$ cat src/hdl/svpd_pkg.sv
// Shared constants, types and helpers for the space vector PWM duty unit.
`timescale 1ns / 1ps
`default_nettype none
package svpd_pkg;

	localparam int FRAC_BITS = 15;
	localparam int IN_W      = 16;
	localparam int DUTY_W    = 16;
	localparam int DW        = FRAC_BITS + 21;
	localparam int SQ_W      = 2 * IN_W;

	function automatic longint unsigned isqrt64(input longint unsigned n);
		longint unsigned rem;
		longint unsigned res;
		longint unsigned bitv;
		rem  = n;
		res  = 0;
		bitv = 64'd1 << 62;
		for (int i = 0; i < 32; i++) begin
			if (bitv != 0) begin
				if (rem >= res + bitv) begin
					rem = rem - (res + bitv);
					res = (res >> 1) + bitv;
				end else begin
					res = res >> 1;
				end
				bitv = bitv >> 2;
			end
		end
		return res;
	endfunction

	localparam longint unsigned INV_SQRT3_L =
		(isqrt64((64'd1 << (2 * FRAC_BITS + 2)) / 3) + 64'd1) >> 1;
	localparam logic signed [FRAC_BITS+1:0] INV_SQRT3 = (FRAC_BITS + 2)'(INV_SQRT3_L);

	localparam logic signed [DW-1:0] ONE_T     = DW'(1) <<< (15 + FRAC_BITS);
	localparam logic signed [DW-1:0] FULL_T    = DW'(1) <<< (16 + FRAC_BITS);
	localparam logic signed [DW-1:0] HALF_LSB  = DW'(1) <<< FRAC_BITS;
	localparam logic [DUTY_W-1:0]    DUTY_FULL = DUTY_W'(32768);
	localparam logic [DUTY_W-1:0]    DUTY_HALF = DUTY_W'(16384);

	typedef enum logic [2:0] {
		SECTOR_0 = 3'd0,
		SECTOR_1 = 3'd1,
		SECTOR_2 = 3'd2,
		SECTOR_3 = 3'd3,
		SECTOR_4 = 3'd4,
		SECTOR_5 = 3'd5
	} sector_t;

	typedef struct packed {
		logic    valid;
		logic    en;
		sector_t sector;
	} svpd_ctrl_t;

	function automatic logic [DUTY_W-1:0] to_duty(input logic signed [DW-1:0] v);
		logic signed [DW-1:0] r;
		r = v + HALF_LSB;
		if (v <= 0)
			return '0;
		else if (v >= FULL_T)
			return DUTY_FULL;
		else
			return r[FRAC_BITS+1 +: DUTY_W];
	endfunction

endpackage
`default_nettype wire

$ cat src/hdl/svpd_sector.sv
// Sector search and scaled-reference product stage.
`timescale 1ns / 1ps
`default_nettype none
module svpd_sector
	import svpd_pkg::*;
(
	input  wire logic                    clk,
	input  wire logic                    arst_n,
	input  wire svpd_ctrl_t              ctrl_in,
	input  wire logic signed [IN_W-1:0]  a_in,
	input  wire logic signed [IN_W-1:0]  b_in,
	output      svpd_ctrl_t              ctrl_s2,
	output      logic signed [IN_W-1:0]  a_s2,
	output      logic signed [DW-1:0]    y_s2
);

	logic [SQ_W-1:0]   a_sq;
	logic [SQ_W-1:0]   b_sq;
	logic [SQ_W+1:0]   a_sq3;
	logic              steep;
	logic              upper;
	sector_t           sector;
	logic signed [DW-1:0] y;

	always_comb begin
		a_sq  = unsigned'(SQ_W'(a_in * a_in));
		b_sq  = unsigned'(SQ_W'(b_in * b_in));
		a_sq3 = {1'b0, a_sq, 1'b0} + {2'b00, a_sq};
		steep = {2'b00, b_sq} >= a_sq3;
		upper = (b_in > 0) || ((b_in == 0) && (a_in > 0));
		y     = DW'(b_in * INV_SQRT3);
		if ((a_in == 0) && (b_in == 0))
			sector = SECTOR_0;
		else if (upper)
			sector = steep ? SECTOR_1 : ((a_in > 0) ? SECTOR_0 : SECTOR_2);
		else
			sector = steep ? SECTOR_4 : ((a_in < 0) ? SECTOR_3 : SECTOR_5);
	end

	always_ff @(posedge clk or negedge arst_n) begin
		if (!arst_n) begin
			ctrl_s2 <= '0;
		end else begin
			ctrl_s2.valid  <= ctrl_in.valid;
			ctrl_s2.en     <= ctrl_in.en;
			ctrl_s2.sector <= sector;
		end
	end

	always_ff @(posedge clk) begin
		a_s2 <= a_in;
		y_s2 <= y;
	end

endmodule
`default_nettype wire

$ cat src/hdl/svpd_times.sv
// Active-vector times and doubled phase duties, two register stages.
`timescale 1ns / 1ps
`default_nettype none
module svpd_times
	import svpd_pkg::*;
(
	input  wire logic                   clk,
	input  wire logic                   arst_n,
	input  wire svpd_ctrl_t             ctrl_in,
	input  wire logic signed [IN_W-1:0] a_in,
	input  wire logic signed [DW-1:0]   y_in,
	output      svpd_ctrl_t             ctrl_s4,
	output      logic signed [DW-1:0]   da_s4,
	output      logic signed [DW-1:0]   db_s4,
	output      logic signed [DW-1:0]   dc_s4
);

	svpd_ctrl_t           ctrl_s3;
	logic signed [DW-1:0] big_a;
	logic signed [DW-1:0] t1;
	logic signed [DW-1:0] t2;
	logic signed [DW-1:0] t1_s3;
	logic signed [DW-1:0] t2_s3;
	logic signed [DW-1:0] d0;
	logic signed [DW-1:0] d1;
	logic signed [DW-1:0] d2;
	logic signed [DW-1:0] da;
	logic signed [DW-1:0] db;
	logic signed [DW-1:0] dc;

	always_comb begin
		big_a = DW'(a_in) <<< FRAC_BITS;
		case (ctrl_in.sector)
			SECTOR_0: begin t1 = big_a - y_in;   t2 = y_in <<< 1;     end
			SECTOR_1: begin t1 = y_in - big_a;   t2 = big_a + y_in;   end
			SECTOR_2: begin t1 = y_in <<< 1;     t2 = -y_in - big_a;  end
			SECTOR_3: begin t1 = -(y_in <<< 1);  t2 = y_in - big_a;   end
			SECTOR_4: begin t1 = -big_a - y_in;  t2 = big_a - y_in;   end
			default:  begin t1 = big_a + y_in;   t2 = -(y_in <<< 1);  end
		endcase
	end

	always_comb begin
		d0 = ONE_T - t1_s3 - t2_s3;
		d1 = ONE_T + t1_s3 - t2_s3;
		d2 = ONE_T + t1_s3 + t2_s3;
		case (ctrl_s3.sector)
			SECTOR_0: begin da = d0; db = d1; dc = d2; end
			SECTOR_1: begin db = d0; da = d1; dc = d2; end
			SECTOR_2: begin db = d0; dc = d1; da = d2; end
			SECTOR_3: begin dc = d0; db = d1; da = d2; end
			SECTOR_4: begin dc = d0; da = d1; db = d2; end
			default:  begin da = d0; dc = d1; db = d2; end
		endcase
	end

	always_ff @(posedge clk or negedge arst_n) begin
		if (!arst_n) begin
			ctrl_s3 <= '0;
			ctrl_s4 <= '0;
		end else begin
			ctrl_s3 <= ctrl_in;
			ctrl_s4 <= ctrl_s3;
		end
	end

	always_ff @(posedge clk) begin
		t1_s3 <= t1;
		t2_s3 <= t2;
		da_s4 <= da;
		db_s4 <= db;
		dc_s4 <= dc;
	end

endmodule
`default_nettype wire

$ cat src/hdl/svpd_round.sv
// Duty rounding, saturation and result register.
`timescale 1ns / 1ps
`default_nettype none
module svpd_round
	import svpd_pkg::*;
(
	input  wire logic                  clk,
	input  wire logic                  arst_n,
	input  wire svpd_ctrl_t            ctrl_in,
	input  wire logic signed [DW-1:0]  da_in,
	input  wire logic signed [DW-1:0]  db_in,
	input  wire logic signed [DW-1:0]  dc_in,
	output      logic                  done_q,
	output      logic [DUTY_W-1:0]     duty_a_q,
	output      logic [DUTY_W-1:0]     duty_b_q,
	output      logic [DUTY_W-1:0]     duty_c_q,
	output      logic [2:0]            sector_q
);

	always_ff @(posedge clk or negedge arst_n) begin
		if (!arst_n) begin
			done_q <= 1'b0;
		end else begin
			done_q <= ctrl_in.valid;
		end
	end

	always_ff @(posedge clk) begin
		if (ctrl_in.en) begin
			duty_a_q <= to_duty(da_in);
			duty_b_q <= to_duty(db_in);
			duty_c_q <= to_duty(dc_in);
			sector_q <= ctrl_in.sector;
		end else begin
			duty_a_q <= DUTY_HALF;
			duty_b_q <= DUTY_HALF;
			duty_c_q <= DUTY_HALF;
			sector_q <= SECTOR_0;
		end
	end

endmodule
`default_nettype wire

$ cat src/hdl/space_vector_pwm_duty_unit.sv
// Space vector PWM duty unit: top level.
//
// Usage: drive modulation_on, volt_alpha and volt_beta (Q1.15) with start high;
// the item is taken at that clock edge because busy is always low. Any number
// of items may follow in consecutive cycles, one per clock.
// Results: done is high for exactly one cycle with duty_phase_a/b/c (32768 is
// full period, saturated to 0..32768) and sector_number (0..5). done rises
// once the item has passed the pipeline below. Results come out in order.
// Throughput: one item per clock, through the five-register
// pipeline (input, sector/product, times, phase duties, result).
// With modulation_on low all duties are 16384 and sector_number is 0.
// The receiver cannot stall: done lasts one cycle and must be taken then.
// Reset (arst_n low) clears all valid flags; items in flight are dropped.
`timescale 1ns / 1ps
`default_nettype none
module space_vector_pwm_duty_unit
	import svpd_pkg::*;
(
	input  wire logic                   clk,
	input  wire logic                   arst_n,
	input  wire logic                   start,
	output      logic                   busy,
	input  wire logic                   modulation_on,
	input  wire logic signed [IN_W-1:0] volt_alpha,
	input  wire logic signed [IN_W-1:0] volt_beta,
	output      logic                   done,
	output      logic [DUTY_W-1:0]      duty_phase_a,
	output      logic [DUTY_W-1:0]      duty_phase_b,
	output      logic [DUTY_W-1:0]      duty_phase_c,
	output      logic [2:0]             sector_number
);

	svpd_ctrl_t           ctrl_s1;
	svpd_ctrl_t           ctrl_s2;
	svpd_ctrl_t           ctrl_s4;
	logic signed [IN_W-1:0] a_s1;
	logic signed [IN_W-1:0] b_s1;
	logic signed [IN_W-1:0] a_s2;
	logic signed [DW-1:0]   y_s2;
	logic signed [DW-1:0]   da_s4;
	logic signed [DW-1:0]   db_s4;
	logic signed [DW-1:0]   dc_s4;

	assign busy = 1'b0;

	// hold the accepted item
	always_ff @(posedge clk or negedge arst_n) begin
		if (!arst_n) begin
			ctrl_s1 <= '0;
		end else begin
			ctrl_s1.valid  <= start && !busy;
			ctrl_s1.en     <= modulation_on;
			ctrl_s1.sector <= SECTOR_0;
		end
	end

	always_ff @(posedge clk) begin
		a_s1 <= volt_alpha;
		b_s1 <= volt_beta;
	end

	svpd_sector u_sector (
		.clk     (clk),
		.arst_n  (arst_n),
		.ctrl_in (ctrl_s1),
		.a_in    (a_s1),
		.b_in    (b_s1),
		.ctrl_s2 (ctrl_s2),
		.a_s2    (a_s2),
		.y_s2    (y_s2)
	);

	svpd_times u_times (
		.clk     (clk),
		.arst_n  (arst_n),
		.ctrl_in (ctrl_s2),
		.a_in    (a_s2),
		.y_in    (y_s2),
		.ctrl_s4 (ctrl_s4),
		.da_s4   (da_s4),
		.db_s4   (db_s4),
		.dc_s4   (dc_s4)
	);

	svpd_round u_round (
		.clk      (clk),
		.arst_n   (arst_n),
		.ctrl_in  (ctrl_s4),
		.da_in    (da_s4),
		.db_in    (db_s4),
		.dc_in    (dc_s4),
		.done_q   (done),
		.duty_a_q (duty_phase_a),
		.duty_b_q (duty_phase_b),
		.duty_c_q (duty_phase_c),
		.sector_q (sector_number)
	);

endmodule
`default_nettype wire

$ cat config.mk
export PLATFORM = sky130hd
export DESIGN_NAME = space_vector_pwm_duty_unit
export DESIGN_NICKNAME = d
export VERILOG_FILES = /design/src/hdl/svpd_pkg.sv /design/src/hdl/svpd_sector.sv /design/src/hdl/svpd_times.sv /design/src/hdl/svpd_round.sv /design/src/hdl/space_vector_pwm_duty_unit.sv
export SDC_FILE = /design/constraint.sdc
export NUM_CORES = 2
export LEC_CHECK = 0
export ABC_AREA = 1
export BUFFER_PORTS_ARGS = -buffer_cell sky130_fd_sc_hd__buf_2
export CORE_ASPECT_RATIO = 0.5
export CORE_MARGIN = 2
export CORE_UTILIZATION = 48
export CTS_BUF_LIST = sky130_fd_sc_hd__clkbuf_4 sky130_fd_sc_hd__clkbuf_8
export DETAILED_ROUTE_END_ITERATION = 12
export GPL_TIMING_DRIVEN = 0
export MAX_ROUTING_LAYER = met4
export PLACE_DENSITY = 0.61
export SLEW_MARGIN = 20
export SYNTH_ARGS = -nofsm -noshare
export SYNTH_HDL_FRONTEND = slang
export SYNTH_SLANG_ARGS = --single-unit
export TNS_END_PERCENT = 1
$ cat constraint.sdc
create_clock -name clk -period 16.2 [get_ports clk]
set_input_delay 4.05 -clock clk [delete_from_list [all_inputs] [get_ports clk]]
set_output_delay 4.05 -clock clk [all_outputs]
set_load 0.1 [all_outputs]
* Word-level counts from Yosys, hierarchy flattened *
Index checks and enable logic that the tools add are counted.

word-level totals
  word-level logic and storage cells = 106
  output and inout bits = 53
  bits in registers = 333

cells by class
  magnitude comparators = 10
  bitwise operators = 1
  equality and inequality tests = 8
  multiplexer cells = 17
  add/sub/neg operators = 17
  reductions and logical operators = 19
  $mul = 3

operators by type and width
  kind                                                                 number
  one-hot mux 36 bit (5 select lines)                                  2
  one-hot mux 36 bit (2 select lines)                                  3
  greater-or-equal comparator 36 x 33 -> 1 bit, second input constant  3
  <= comparator 36 x 1 -> 1 bit, second input constant                 3
  subtractor 36 bit                                                    3
  adder 32 x 17 -> 32 bit, second input constant                       3
  negation 36 bit                                                      2
  subtractor 36 x 31 -> 36 bit                                         2
  logical NOT 32 bit                                                   2
  multiplier 16 x 16 -> 32 bit                                         2
  two-way mux 16 bit                                                   3
  two-way mux 15 bit                                                   3
  adder 31 x 36 -> 36 bit                                              1
  adder 32 x 36 -> 36 bit, first input constant                        1
  adder 36 bit                                                         1
  negation 31 -> 36 bit                                                1
  subtractor 31 x 36 -> 36 bit                                         1
  subtractor 32 x 36 -> 36 bit, first input constant                   1
  adder 33 x 32 -> 34 bit                                              1
  greater-or-equal comparator 32 x 34 -> 1 bit                         1
  > comparator 16 x 1 -> 1 bit, second input constant                  2
  multiplier 16 x 16 -> 32 bit, second input constant                  1
  OR reduction 2 bit                                                   9
  < comparator 16 x 1 -> 1 bit, second input constant                  1
  other kinds (10)                                                     23

* Depth between registers and ports, before layout *
  depth in word-level cells = 6
  mapped depth = 52

* Modules after synthesis *
Synthesis repeated with hierarchy kept, for this count alone.

second synthesis, totals
  cells, all modules = 7597
  area total of the unflattened synthesis = 54312.1 um^2

modules (own cells, without submodules)
  module                      cells an instance  area each (um^2)  seq. area each (um^2)  times used
  svpd_sector                 3143               26860.8           1086.0                 1
  svpd_times                  3970               23819.1           3813.7                 1
  svpd_round                  448                2930.3            1046.0                 1
  space_vector_pwm_duty_unit  36                 701.9             690.7                  1

* Least setup slack after synthesis *
OpenSTA, ideal clock, no wires.

  kind = flip-flop to flip-flop
  start = register a_s1[9]
  end = register, netlist name u_sector.ctrl_s2[0]
  data required time = 16083 ps
  data arrival time = 8382 ps
  stages on the path, launching flop included = 48
  period minus slack after synthesis = 8499 ps
  setup slack = 7701 ps
  buffers on the path = 2
  cell sequence = dfxtp_1 clkbuf_1 clkbuf_1 nand2_1 fa_1 inv_1 fa_1 inv_1 fa_1 inv_1 fa_1 fa_1 inv_1 fa_1 inv_1 ha_1 nand2_1 inv_1 (+12 left out) o21ai_2 nand2_1 nand2_1 xor2_1 ha_1 nand2_1 nor2_1 nand3_1 nor4_1 a31oi_1 nand2_1 nand2_1 nor2_1 o21ai_0 nand2_1 nand3_2 nor2_1 nor2_1

on the way
  longest elaborated chain between the ends = 6
  elaborated cells between the ends (all ways) = 12
  those cells by class = add/sub: 1; mul: 1; order compare: 2; mux: 4; reduce/logical: 4

ends and longest elaborated chain
  element                                       line                                  text
  from (decl)                                   space_vector_pwm_duty_unit.sv:36      logic signed [IN_W-1:0] a_s1;
  from (signal assigned)                        space_vector_pwm_duty_unit.sv:58      a_s1 <= volt_alpha;
  multiplier 16 x 16 -> 32 bit                  svpd_sector.sv:26                     a_sq = unsigned'(SQ_W'(a_in * a_in));
  adder 33 x 32 -> 34 bit                       svpd_sector.sv:28                     a_sq3 = {1'b0, a_sq, 1'b0} + {2'b00, a_sq};
  greater-or-equal comparator 32 x 34 -> 1 bit  svpd_sector.sv:29                     steep = {2'b00, b_sq} >= a_sq3;
  two-way mux 3 bit, on equally long branches   svpd_sector.sv:37, svpd_sector.sv:35
  two-way mux 3 bit                             svpd_sector.sv:34                     else if (upper)
  two-way mux 3 bit (*)                         svpd_sector.sv:32                     if ((a_in == 0) && (b_in == 0))
  named net u_sector.sector[0]                  svpd_sector.sv:22                     sector_t sector;

Mark *: on every way through the listed nets, which the timed path passes. The rest lies on a longest branch.
A chain may end at the register's enable or synchronous reset.

* Worst setup path in the final report *
  start = register a_s1[9]
  end = register, netlist name u_sector.ctrl_s2[2]

on the way
  longest elaborated chain between the ends = 6
  elaborated cells between the ends (all ways) = 13
  those cells by class = add/sub: 1; mul: 1; order compare: 3; mux: 4; reduce/logical: 4

ends and longest elaborated chain
  element                                       line               text
  multiplier 16 x 16 -> 32 bit                  svpd_sector.sv:26
  adder 33 x 32 -> 34 bit                       svpd_sector.sv:28
  greater-or-equal comparator 32 x 34 -> 1 bit  svpd_sector.sv:29
  two-way mux 3 bit                             svpd_sector.sv:37  sector = steep ? SECTOR_4 : ((a_in < 0) ? SECTOR_3 : SECTOR_5);
  two-way mux 3 bit                             svpd_sector.sv:34
  two-way mux 3 bit (*)                         svpd_sector.sv:32
  named net u_sector.sector[2]                  svpd_sector.sv:22

Marks and branches as above.

==> impl_metrics.env <==
export IMPL_holdPathEnd="u_times.ctrl_s4[4]"
export IMPL_timing_hold_worst_class="reg -> reg"
export IMPL_final_hold_worst_slack_ns=0.3482
export IMPL_portBuffers=87
export IMPL_timing_critical_path_arrival_ns=11.48
export IMPL_layout_drive_gt1_share=0.04993
export IMPL_synth_edff_count=0
export IMPL_post_synth_num_cell_types=67
export IMPL_worst_max_slew_pin_slew_ns=1.170
export IMPL_cap_violations=0
export IMPL_initial_core_utilization=0.4866
export IMPL_route_final_wire_length_um=166000
export IMPL_dp_final_hpwl_um=143800
export IMPL_cts_reportedPaths_clkPinSlew_ns=0.07
export IMPL_grt_overflow_total=0
export IMPL_crit_path_start_kind="register"
export IMPL_synth_yosys_seq_area_share=0.1323
export IMPL_clock_path_buffers=3
export IMPL_max_slew_margin_rel=0.2131
export IMPL_top_usage_layer="met2"
export IMPL_drt_first_iter_violations=3333
export IMPL_die_height_um=232.6
export IMPL_mappedNetlistNets=7900
export IMPL_timing_reg2reg_setup_slack_ns=5.26
export IMPL_detail_route_antenna_nets=0
export IMPL_clock_tree_htree_level_count=2
export IMPL_syn_cell_area_mm2=0.05018
export IMPL_crit_path_frequent_cell="sky130_fd_sc_hd__nand2_1"
export IMPL_async_flop_share=0.05505
export IMPL_dr_total_vias=44164
export IMPL_cp_max_fo=10
export IMPL_synthesis_area_per_instance_um2=7.547
export IMPL_whs_path_depth=0
export IMPL_setup_tns_ns=0
export IMPL_synthesis_yosys_warnings=0
export IMPL_grt_util_met1=0.4255
export IMPL_globalplace_congestion=1.027
export IMPL_synth_flop_cell="sky130_fd_sc_hd__dfxtp_1"
export IMPL_grt_start_max_net_pins=26
export IMPL_final_min_clock_period_ns=10.94
export IMPL_chipWidth_um=461.2
export IMPL_finalCritPeriodShare=0.6750
export IMPL_syn2layout_area_growth_pct=6.805
export IMPL_post_cts_setup_buffer_count=0
export IMPL_tritoncts_clock_tree="done"
export IMPL_endpoint_kind="register"
export IMPL_post_drt_via_cell_ratio=5.364
export IMPL_grt_antenna_before_repair=3
export IMPL_final_nets=8041
export IMPL_cts_sink_count=327
export IMPL_rsz_0062_raised_after_global_routing="no"
export IMPL_run_status="complete, no violations"
export IMPL_crit_slowest_cell="sky130_fd_sc_hd__clkbuf_1"
export IMPL_io_pins=89
export IMPL_route_detailed_drc=0
export IMPL_grt_pass1_vias=44679
export IMPL_clock_buffers_created_by_tritoncts=52
export IMPL_multi_input_comb_area_mm2=0.03748
export IMPL_reg2reg_from="a_s1[9]"
export IMPL_ff2ff_path_depth=45
export IMPL_worst_skew_pair_late_latency_ns=0.69
export IMPL_first_pass_iters=6
export IMPL_hold_buffers=0
export IMPL_number_of_endpoints_failing_setup_at_the_final_stage=0
export IMPL_nFillCells=10255
export IMPL_synth_seq_cells=327
export IMPL_routed_wire_length_per_instance_um=20.16
export IMPL_final_seq_area_mm2=0.006638
export IMPL_r2r_end="u_sector.ctrl_s2[2]"
export IMPL_wire_length_of_the_first_global_routing_pass_um=258100
export IMPL_design_die_area_mm2=0.1073
export IMPL_use_met2=0.5162
export IMPL_fmaxAchievable_mhz=91.44
export IMPL_maxSlewViolCount=0
export IMPL_hold_path_startpoint="u_times.ctrl_s3[4]"
export IMPL_cts_root_buffer="sky130_fd_sc_hd__clkbuf_8"
export IMPL_cell_count_after_synthesis=6648
export IMPL_fin_skew_ns=0.05094
export IMPL_cp_data_required_time_ns=16.74
export IMPL_std_cell_rows=83
export IMPL_gr_usage_met3=0.04141
export IMPL_slowest_delay_ns=0.62
export IMPL_grt_util_all_layers=0.3225
export IMPL_hold_viol=0
export IMPL_ctsResizeCount=0
export IMPL_crit_type="reg -> reg"
export IMPL_floorplan_core_area_mm2=0.1031
## registers in the layout (all words and copies together), names as in the netlist, 2 cells and up
signal	cells
a_s1	16
b_s1	16
ctrl_s1	2
u_round.duty_a_q	16
u_round.duty_b_q	16
u_round.duty_c_q	16
u_round.sector_q	3
u_sector.a_s2	16
u_sector.ctrl_s2	5
u_sector.y_s2	32
u_times.ctrl_s3	5
u_times.ctrl_s4	5
u_times.da_s4	36
u_times.db_s4	35
u_times.dc_s4	35
u_times.t1_s3	36
u_times.t2_s3	36
## cell families after synthesis
logic type,synth area share
adder cells (fa/ha/maj),0.3909
XOR/XNOR,0.05411
AO/OA/AOI/OAI,0.1049
multiplexers,0.0001995
flip-flops,0.1323
buffers and inverters,0.1209
AND/OR/NAND/NOR,0.1966
other,0.00007474
## synth_stat cells (all sizes together), types with 18 or more instances
cell type  number  area [um^2]
xnor2          83        727.0
xor2          227         1988
dfrtp          18        450.4
a21o           23        172.7
inv          1437         5394
a31oi          31        193.9
ha            630         7883
o211ai         39        292.8
a21oi         395         1999
fa            586        11730
nand4          66        412.9
nor3           69        355.3
nand2        1246         4725
or2            48        302.8
clkbuf        113        424.2
o21ai         229         1191
nor4           49        306.5
nand3         400         2039
dfxtp         309         6186
a211oi         19        142.6
o21bai         28        214.0
buf            46        222.7
a221oi         20        175.2
nor2          393         1533
## placed cells by master, fill, tap and decap left out, types with 83 or more instances in the layout
master and count:
sky130_fd_sc_hd__inv_1 1426, sky130_fd_sc_hd__nand2_1 1227, sky130_fd_sc_hd__ha_1 630, sky130_fd_sc_hd__fa_1 586, sky130_fd_sc_hd__nand3_1 394, sky130_fd_sc_hd__a21oi_1 389
sky130_fd_sc_hd__nor2_1 380, sky130_fd_sc_hd__dfxtp_1 308, sky130_fd_sc_hd__xor2_1 227, sky130_fd_sc_hd__o21ai_0 185, sky130_fd_sc_hd__buf_2 121, sky130_fd_sc_hd__clkbuf_1 113
sky130_fd_sc_hd__xnor2_1 83
## per-layer routing
layer  wire, um  share of wire  vias to the layer above
li1           -              -                    21157
met1      73870           0.45                    21180
met2      75270           0.45                     1535
met3      10970          0.066                      292
met4       5862          0.035                        0
met5          0              0                        -
## critical path: cells and delay by family (launching register included)
kind	cells	cell delay, ns
fa+ha+maj	9	4.12
simple gates	20	2.87
buf+inv	7	1.42
compound gates	7	1.41
flops	1	0.52
xor+xnor	2	0.48
## through the flow
stage / cells / setup WS, ns / utilization / cell area [um^2]
final: 8234 / 5.264 / 0.5197 / 53590
after global routing: 8234 / 4.558 / 0.5197 / 53590
after CTS: 8232 / 5.460 / 0.5196 / 53580
after detailed placement: 8137 / 5.532 / 0.5079 / 52380
after global placement: 8137 / 5.544 / 0.5078 / 52370
after floorplan: 6648 / 7.701 / - / 50180
## worst max-delay path by stage
stage                     startpoint                   to  slack, ns  cells past startpoint
final                        a_s1[9]  u_sector.ctrl_s2[2]       5.26                     45
after global routing        a_s1[10]  u_sector.ctrl_s2[0]       4.56                     45
after CTS                    a_s1[0]  u_sector.ctrl_s2[0]       5.46                     47
after detailed placement     a_s1[9]  u_sector.ctrl_s2[0]       5.53                     47
after global placement      a_s1[12]  u_sector.ctrl_s2[0]       5.54                     45
after floorplan              a_s1[9]  u_sector.ctrl_s2[0]       7.70                     47
## area by class of cell
type                       count  share of cell area
inverter                    1444              0.1012
antenna                        2          0.00009339
clock inverter                25            0.005463
clock buffer                  70             0.01704
buffer                       159             0.01207
sequential                   327              0.1239
multi-input combinational   4718              0.6994
timing repair buffer          87            0.008125
tap                         1402             0.03273
Power is not shown: default switching activity piles up to over one toggle a cycle in this logic, so the estimate is an artifact.
